<file path="src/arpc_pkg.sv">
// arpc_pkg: shared types and constants of the ARP cache with aging.
// No dependencies; used by arpc_ctrl, arpc_dp and arp_cache_with_aging_unit.
package arpc_pkg;

    // operation codes on the kind field
    localparam logic [1:0] KIND_UPDATE = 2'd0;
    localparam logic [1:0] KIND_LOOKUP = 2'd1;
    localparam logic [1:0] KIND_REMOVE = 2'd2;

    // configuration register indexes
    localparam logic REG_TICK_FREQUENCY = 1'b0;
    localparam logic REG_TTL_SECONDS    = 1'b1;

    localparam logic [31:0] DEFAULT_TICK_FREQUENCY = 32'd1000;
    localparam logic [15:0] DEFAULT_TTL_SECONDS    = 16'd300;

    // controller -> datapath
    typedef struct packed {
        logic load;    // capture the input transaction, start a table walk
        logic scan;    // table walk in progress
        logic commit;  // apply the operation and load the result register
    } cmd_t;

    // datapath -> controller
    typedef struct packed {
        logic scan_done; // every entry has been compared
        logic out_free;  // result register can take a new result this cycle
    } status_t;

endpackage

</file>
<file path="src/arpc_ctrl.sv">
// arpc_ctrl: sequencer of the ARP cache (accept, table walk, commit).
// Depends on arpc_pkg.
module arpc_ctrl
(
    input  logic              clk,
    input  logic              rst_n,
    input  logic              in_valid,
    output logic              in_stall,
    input  arpc_pkg::status_t status,
    output arpc_pkg::cmd_t    cmd
);

    typedef enum logic [2:0]
    {
        ST_IDLE   = 3'b001,
        ST_SCAN   = 3'b010,
        ST_FINISH = 3'b100
    } state_t;

    state_t state_reg;
    state_t state_next;

    always_comb
    begin
        state_next = state_reg;
        cmd        = '0;
        unique case (state_reg)
            ST_IDLE:
            begin
                if (in_valid)
                begin
                    cmd.load   = 1'b1;
                    state_next = ST_SCAN;
                end
            end
            ST_SCAN:
            begin
                cmd.scan = 1'b1;
                if (status.scan_done)
                begin
                    state_next = ST_FINISH;
                end
            end
            ST_FINISH:
            begin
                // wait here while the previous result is still held
                if (status.out_free)
                begin
                    cmd.commit = 1'b1;
                    state_next = ST_IDLE;
                end
            end
            default:
            begin
                state_next = ST_IDLE;
            end
        endcase
    end

    assign in_stall = (state_reg != ST_IDLE);

    always_ff @(posedge clk or negedge rst_n)
    begin
        if (!rst_n)
        begin
            state_reg <= ST_IDLE;
        end
        else
        begin
            state_reg <= state_next;
        end
    end

endmodule

</file>
<file path="config.mk">
export PLATFORM = sky130hd
export DESIGN_NAME = arpc_ctrl
export DESIGN_NICKNAME = d
export VERILOG_FILES = /design/src/arpc_pkg.sv /design/src/arpc_ctrl.sv
export SDC_FILE = /design/constraint.sdc
export NUM_CORES = 1
export LEC_CHECK = 0
export ABC_CLOCK_PERIOD_IN_PS = 2000
export BUFFER_PORTS_ARGS = -buffer_cell sky130_fd_sc_hd__clkbuf_2
export CORE_AREA = 4 4 41 43
export CTS_BUF_LIST = sky130_fd_sc_hd__clkbuf_8
export DETAILED_ROUTE_END_ITERATION = 6
export DIE_AREA = 0 0 45 47
export PLACE_DENSITY_LB_ADDON = 0.05
export SLEW_MARGIN = 10
export SYNTH_ARGS = -nofsm -noshare
export SYNTH_HDL_FRONTEND = slang
export SYNTH_SLANG_ARGS = --single-unit
</file>
<file path="constraint.sdc">
create_clock -name clk -period 2 [get_ports clk]
set_clock_uncertainty 0.15 [all_clocks]
set_input_delay 0.4 -clock clk [delete_from_list [all_inputs] [get_ports clk]]
set_output_delay 0.4 -clock clk [all_outputs]
set_load 0.02 [all_outputs]
</file>
==> metrics.yaml, run 1 <==
placed_instance_area_sq_um: 229
area_growth_from_synthesis_to_final_layout_pct: 75.7
r2r-start: "state_reg[0]"
finalWirelength_um: 480
dieWidth_um: 45
synthAdderAreaFrac_pct: 0
number_of_warnings_issued_by_yosys: 0
synth_commonest_cells: "sky130_fd_sc_hd__a21oi_1 (2), sky130_fd_sc_hd__dfrtp_1 (2), sky130_fd_sc_hd__nand3b_1 (2), sky130_fd_sc_hd__nor3_1 (2), sky130_fd_sc_hd__or3b_1 (2)"
synth_top_area_share_pct: 29.4
status: "finished clean"
synthSimpleGateAreaFrac_pct: 49.3
final_net_count: 37
synth_cells: 16
final_worst_path_period_share_pct: 95.8
insertion_delay_ns: 0.21
finalWorstPathRequiredPeriod_ns: 1.92
initial_core_util_pct: 13.1
drt_pre_antenna_iters: 2
worst_hold_startpoint: "status[1]"
synth_area_sq_um: 170
fp.coreArea_sq_um: 1300
cp_max_fo: 5
power.combinational.fraction_pct: 36.1
setup.worst_path.class: "reg2out"
design_power_mw: 0.452
path_cells: "or3b_2 > clkbuf_2"
die-area_sq_um: 2120
numCtsBuffers: 3
leakagePower_nw: 0.132
fin_setup_tns_ns: 0
worst_ep_arrival_time_ns: 1.37
final_util_pct: 23.0
timing_max_transition_violations_final: 0
remaining_drc_errors: 0
synth_edf_count: 0
vdd_drop_max_mv: 0.465
detail_route.iter0.violations: 1
antenna_found_initial: 0
sw_frac_of_total_pct: 32.6
cts_tree: "built"
critical_path_start: "state_reg[0]"
via_count_of_the_first_global_routing_pass: 228
seqPwrFrac_pct: 26.7
tightest_slew_ns: 0.280
synth_seq_cells: 3
synth.distinct_cells: 11
endpoint_kind: "output pin"
io_pins: 9
cp_slowest_cell: "sky130_fd_sc_hd__dfstp_2"
power_switching_mw: 0.147
clock_power_share_pct: 37.2
critical_path.startpoint_type: "flip-flop"
gp_congestion: 0.589
largest_register_ffs: 3
ys_async_sr_fraction_pct: 100
synthDominantAreaCellType: "sky130_fd_sc_hd__dfrtp_1"
diodes: 0
seq_area_frac_synth_pct: 44.9
grt-ovfl-total: 0
tritoncts_num_sinks: 3
post_drt_wl_per_cell_um: 10.4
slowest_delay_ns: 0.55
synth_flop_cell: "sky130_fd_sc_hd__dfrtp_1"
cts.htree.levels: 1
rows: 13
synth.avg_cell_area_sq_um: 10.6
rsz0062_at_grt: "false"
cts_root_buf: "sky130_fd_sc_hd__clkbuf_8"
internal_power_mw: 0.305
clock_path_buffers: 2
post_synth_xor_xnor_area_pct: 0
clkSlewWorstSetupHoldPaths_ns: 0.03
worst_ep_required_time_ns: 1.45
numPortBuffers: 8
clock.fmax_mhz: 522
post_cts_resize_count: 0
postSynthNetCount: 21
synth-compound-area-share_pct: 5.88
maximum_number_of_pins_on_one_net_before_global_route_repair: 10
die_y_um: 47
layout-drive-gt1-share_pct: 51.6
design_area_sq_um: 299
route.vias.total: 182
timing.slew.headroom_pct: 81.0
post_synth_mux_area_share_pct: 0
timing_hold_violations_final: 0
min_path_type: "in2reg"
timing.max_cap.violations: 0
grt_usage_pct: 6.88
via_per_inst: 3.96
synth.top_cells.by_area: "sky130_fd_sc_hd__dfrtp_1 (29%), sky130_fd_sc_hd__dfstp_2 (15%), sky130_fd_sc_hd__or3b_1 (10%)"
ant_nets: 0
synth_top_family_by_area: "simple AND/OR/NAND/NOR gates"
wire_length_of_the_first_global_routing_pass_um: 924
finalSetupViolCount: 0
power-per-cell-area_nw_per_um2: 1510
==> worst paths after layout <==
check / end / slack, ns / cells after the start
max: in_stall / 0.08 / 2
min: state_reg[2] / 0.31 / 3
max reg2reg: state_reg[1] / 0.73 / 3
min reg2reg: state_reg[2] / 0.39 / 1
max in group asynchronous: state_reg[0] / 1.14 / 2
min in group asynchronous: state_reg[2] / 0.37 / 2
==> power groups by stage <==
stage	logic (mW)	clock network, mW	registers [mW]
4_1_cts	0.137	0.173	0.129
5_1_grt	0.183	0.184	0.129
3_3_place_gp	0.136	0	0.130
3_5_place_dp	0.135	0	0.130
6_report	0.163	0.168	0.121
2_1_floorplan	0.0961	0	0.117
==> per-stage QoR <==
stage / cells / worst slack, ns / hold WS (ns)
floorplan: 16 / 0.377 / -0.0456
CTS: 44 / 0.0333 / 0.314
finish: 46 / 0.0838 / 0.307
global placement: 39 / 0.264 / 0.0457
global route: 46 / 0.0283 / 0.335
detailed placement: 39 / 0.263 / 0.0479
==> cells by family (layout without fill, tap and decap cells) <==
group	count (synthesis)	count (layout)
simple gates	11	11
flops	3	3
compound gates	2	2
buf+inv	0	15
==> routing by layer <==
| layer | vias up | global-route usage [%] | routed length [um] |
|---|---|---|---|
| li1 | 92 | - | - |
| met1 | 83 | 7.29 | 200 |
| met2 | 7 | 8.19 | 247 |
| met3 | 0 | 3.07 | 32 |
| met4 | 0 | 10.5 | 0 |
| met5 | - | 0 | 0 |
==> area by class of cell <==
cell class                 instances  area (sq um)
fill                             160          1000
sequential                         3          76.3
tap                               15          18.8
clock inverter                     1          3.75
multi-input combinational         13          93.8
clock buffer                       3          41.3
timing repair buffer              11          65.1
==> layout by cell type, fill, tap and decap left out, drive strengths merged <==
cell / count
buf: 2
dfrtp: 2
dlygate4sd3: 1
dfstp: 1
or3b: 3
and4bb: 1
nor3b: 1
a21oi: 2
clkbuf: 11
inv: 1
nor4b: 1
nor3: 2
nand3b: 2
nand2: 1
==> worst max-delay path, delay by kind of cell (launching register included) <==
family	cells	cell delay, ns
DFF	1	0.55
and+or+nand+nor	1	0.44
buffers and inverters	1	0.17
==> repair_timing <==
| item | in CTS | in global routing |
|---|---|---|
| hold endpoints to repair | 3 | 0 |
| buffers inserted | 0 | 2 |
| setup endpoints to repair | 0 | 1 |
| hold buffers | 1 | 0 |
Note: power is estimated with default switching activity, not from simulation.
==> run 2: changes to the inputs <==
CELL_PAD_IN_SITES_DETAIL_PLACEMENT = 1   (was unset)
CELL_PAD_IN_SITES_GLOBAL_PLACEMENT = 1   (was unset)
==> metrics.yaml, run 2 (synthesis results as in run 1) <==
cts.htree.levels: 1  # unchanged
cts_tree: "built"
insertion_delay_ns: 0.21  # about the same
worst_hold_startpoint: "status[1]"
rows: 13  # unchanged
finalWorstPathRequiredPeriod_ns: 1.88  # -0.0340 ns
route.vias.total: 175  # -3.8%
final_worst_path_period_share_pct: 94.1  # -1.7 points
final_common_cell: "sky130_fd_sc_hd__clkbuf_2"
min_path_type: "in2reg"
cts_hold_buf: 1  # unchanged
ant_nets: 0  # unchanged
power_switching_mw: 0.154  # +4.6%
drt_pre_antenna_iters: 1  # -1
detail_route.iter0.violations: 0  # -1
wire_length_of_the_first_global_routing_pass_um: 690  # -25%
layout-drive-gt1-share_pct: 50.0  # -1.6 points
finalWirelength_um: 505  # +5.2%
finalSetupViolCount: 0  # unchanged
fp.coreArea_sq_um: 1300  # unchanged
die-area_sq_um: 2120  # unchanged
multi_input_comb_area_sq_um: 93.8  # unchanged
via_per_inst: 3.89  # -1.7%
timing_hold_violations_final: 0  # unchanged
remaining_drc_errors: 0  # unchanged
timing.max_cap.violations: 0  # unchanged
sw_frac_of_total_pct: 34.3  # +1.7 points
clock.fmax_mhz: 531  # +1.8%
seqPwrFrac_pct: 26.0  # -0.7 points
critical_path_start: "state_reg[0]"
worst_ep_required_time_ns: 1.45  # about the same
antenna_found_initial: 0  # unchanged
power.combinational.fraction_pct: 35.8  # -0.3 points
largest_register_ffs: 3  # unchanged
most-common-layout-cells: "sky130_fd_sc_hd__clkbuf_2 (8), sky130_fd_sc_hd__clkbuf_8 (3)"
area_growth_from_synthesis_to_final_layout_pct: 71.3
worst_ep_arrival_time_ns: 1.33  # -0.04 ns
endpoint_kind: "output pin"
via_count_of_the_first_global_routing_pass: 164  # -28%
dieWidth_um: 45  # unchanged
critical_path.startpoint_type: "flip-flop"
final_net_count: 36  # -2.7%
post_cts_resize_count: 0  # unchanged
die_y_um: 47  # unchanged
r2r-start: "state_reg[0]"
post_drt_wl_per_cell_um: 11.2  # +7.5%
clock_power_share_pct: 38.2  # +1.0 points
post-cts-setup-buffers: 0  # unchanged
numPortBuffers: 8  # unchanged
diodes: 0  # unchanged
timing.slew.headroom_pct: 83.3  # +2.3 points
grt-ovfl-total: 0  # unchanged
power-per-cell-area_nw_per_um2: 1540  # +1.9%
grt_usage_pct: 4.75  # -2.1 points
fin_setup_tns_ns: 0  # unchanged
maximum_number_of_pins_on_one_net_before_global_route_repair: 10  # unchanged
timing_max_transition_violations_final: 0  # unchanged
tightest_slew_ns: 0.246  # -0.0340 ns
final-seq-area_sq_um: 76.3  # unchanged
clkSlewWorstSetupHoldPaths_ns: 0.03  # about the same
leakagePower_nw: 0.128  # -3.4%
tritoncts_num_sinks: 3  # unchanged
rsz0062_at_grt: "false"
numCtsBuffers: 3  # unchanged
status: "finished clean"
io_pins: 9  # unchanged
internal_power_mw: 0.295  # -3.2%
gp_congestion: 0.604  # +2.6%
cp_max_fo: 2  # -3
setup.worst_path.class: "reg2out"
clock_path_buffers: 2  # unchanged
cts_root_buf: "sky130_fd_sc_hd__clkbuf_8"
fillers: 152  # -5.0%
final_util_pct: 22.4  # -0.58 points
vdd_drop_max_mv: 0.256  # -45%
initial_core_util_pct: 13.1  # unchanged
-- run 2: changes by cell type in the layout (fill, tap and decap cells not counted) --
cell	change
sky130_fd_sc_hd__buf_4	-1
-- run 2: final timing paths --
check | to | slack, ns | cells past startpoint
setup reg to reg | state_reg[1] | 0.76 | 3
setup / recovery | in_stall | 0.12 | 2
hold / removal | state_reg[2] | 0.30 | 3
max in group asynchronous | state_reg[0] | 1.13 | 2
hold reg to reg | state_reg[1] | 0.40 | 1
min in group asynchronous | state_reg[2] | 0.37 | 2
-- run 2: area by class of cell --
type | instances | share of cell area [%]
Clock buffer | 3 | 14.2
Timing Repair Buffer | 10 | 19.7
Clock inverter | 1 | 1.29
Tap cell | 15 | 6.44
Sequential cell | 3 | 26.2
Multi-Input combinational cell | 13 | 32.2
-- run 2: layer usage --
| layer | track usage, % | part of all wire (%) |
|---|---|---|
| met5 | 0 | 0 |
| met2 | 6.50 | 45 |
| met1 | 5.94 | 48 |
| met4 | 5.26 | 0 |
| met3 | 0.766 | 6.7 |
-- run 2: per-stage QoR --
stage / cell area (sq um) / setup slack [ns] / hold slack (ns) / power, mW / cells
finish: 292 / 0.118 / 0.299 / 0.449 / 45
floorplan: 170 / 0.377 / -0.0456 / 0.213 / 16
global placement: 236 / 0.336 / 0.0505 / 0.281 / 40
global route: 292 / 0.0922 / 0.312 / 0.471 / 45
CTS: 292 / 0.106 / 0.301 / 0.455 / 45
detailed placement: 236 / 0.343 / 0.0509 / 0.278 / 40
-- run 2: power by group through the flow --
stage	clock [mW]	combinational, mW	sequential (mW)
3_5_place_dp	0	0.162	0.116
3_3_place_gp	0	0.164	0.117
5_1_grt	0.178	0.170	0.123
6_report	0.171	0.161	0.117
2_1_floorplan	0	0.0961	0.117
4_1_cts	0.175	0.163	0.117
-- run 2: worst max-delay path, stage by stage (launching register included) --
cell                       delay [ns]
sky130_fd_sc_hd__dfstp_2         0.52
sky130_fd_sc_hd__or3b_2          0.43
sky130_fd_sc_hd__clkbuf_2        0.17
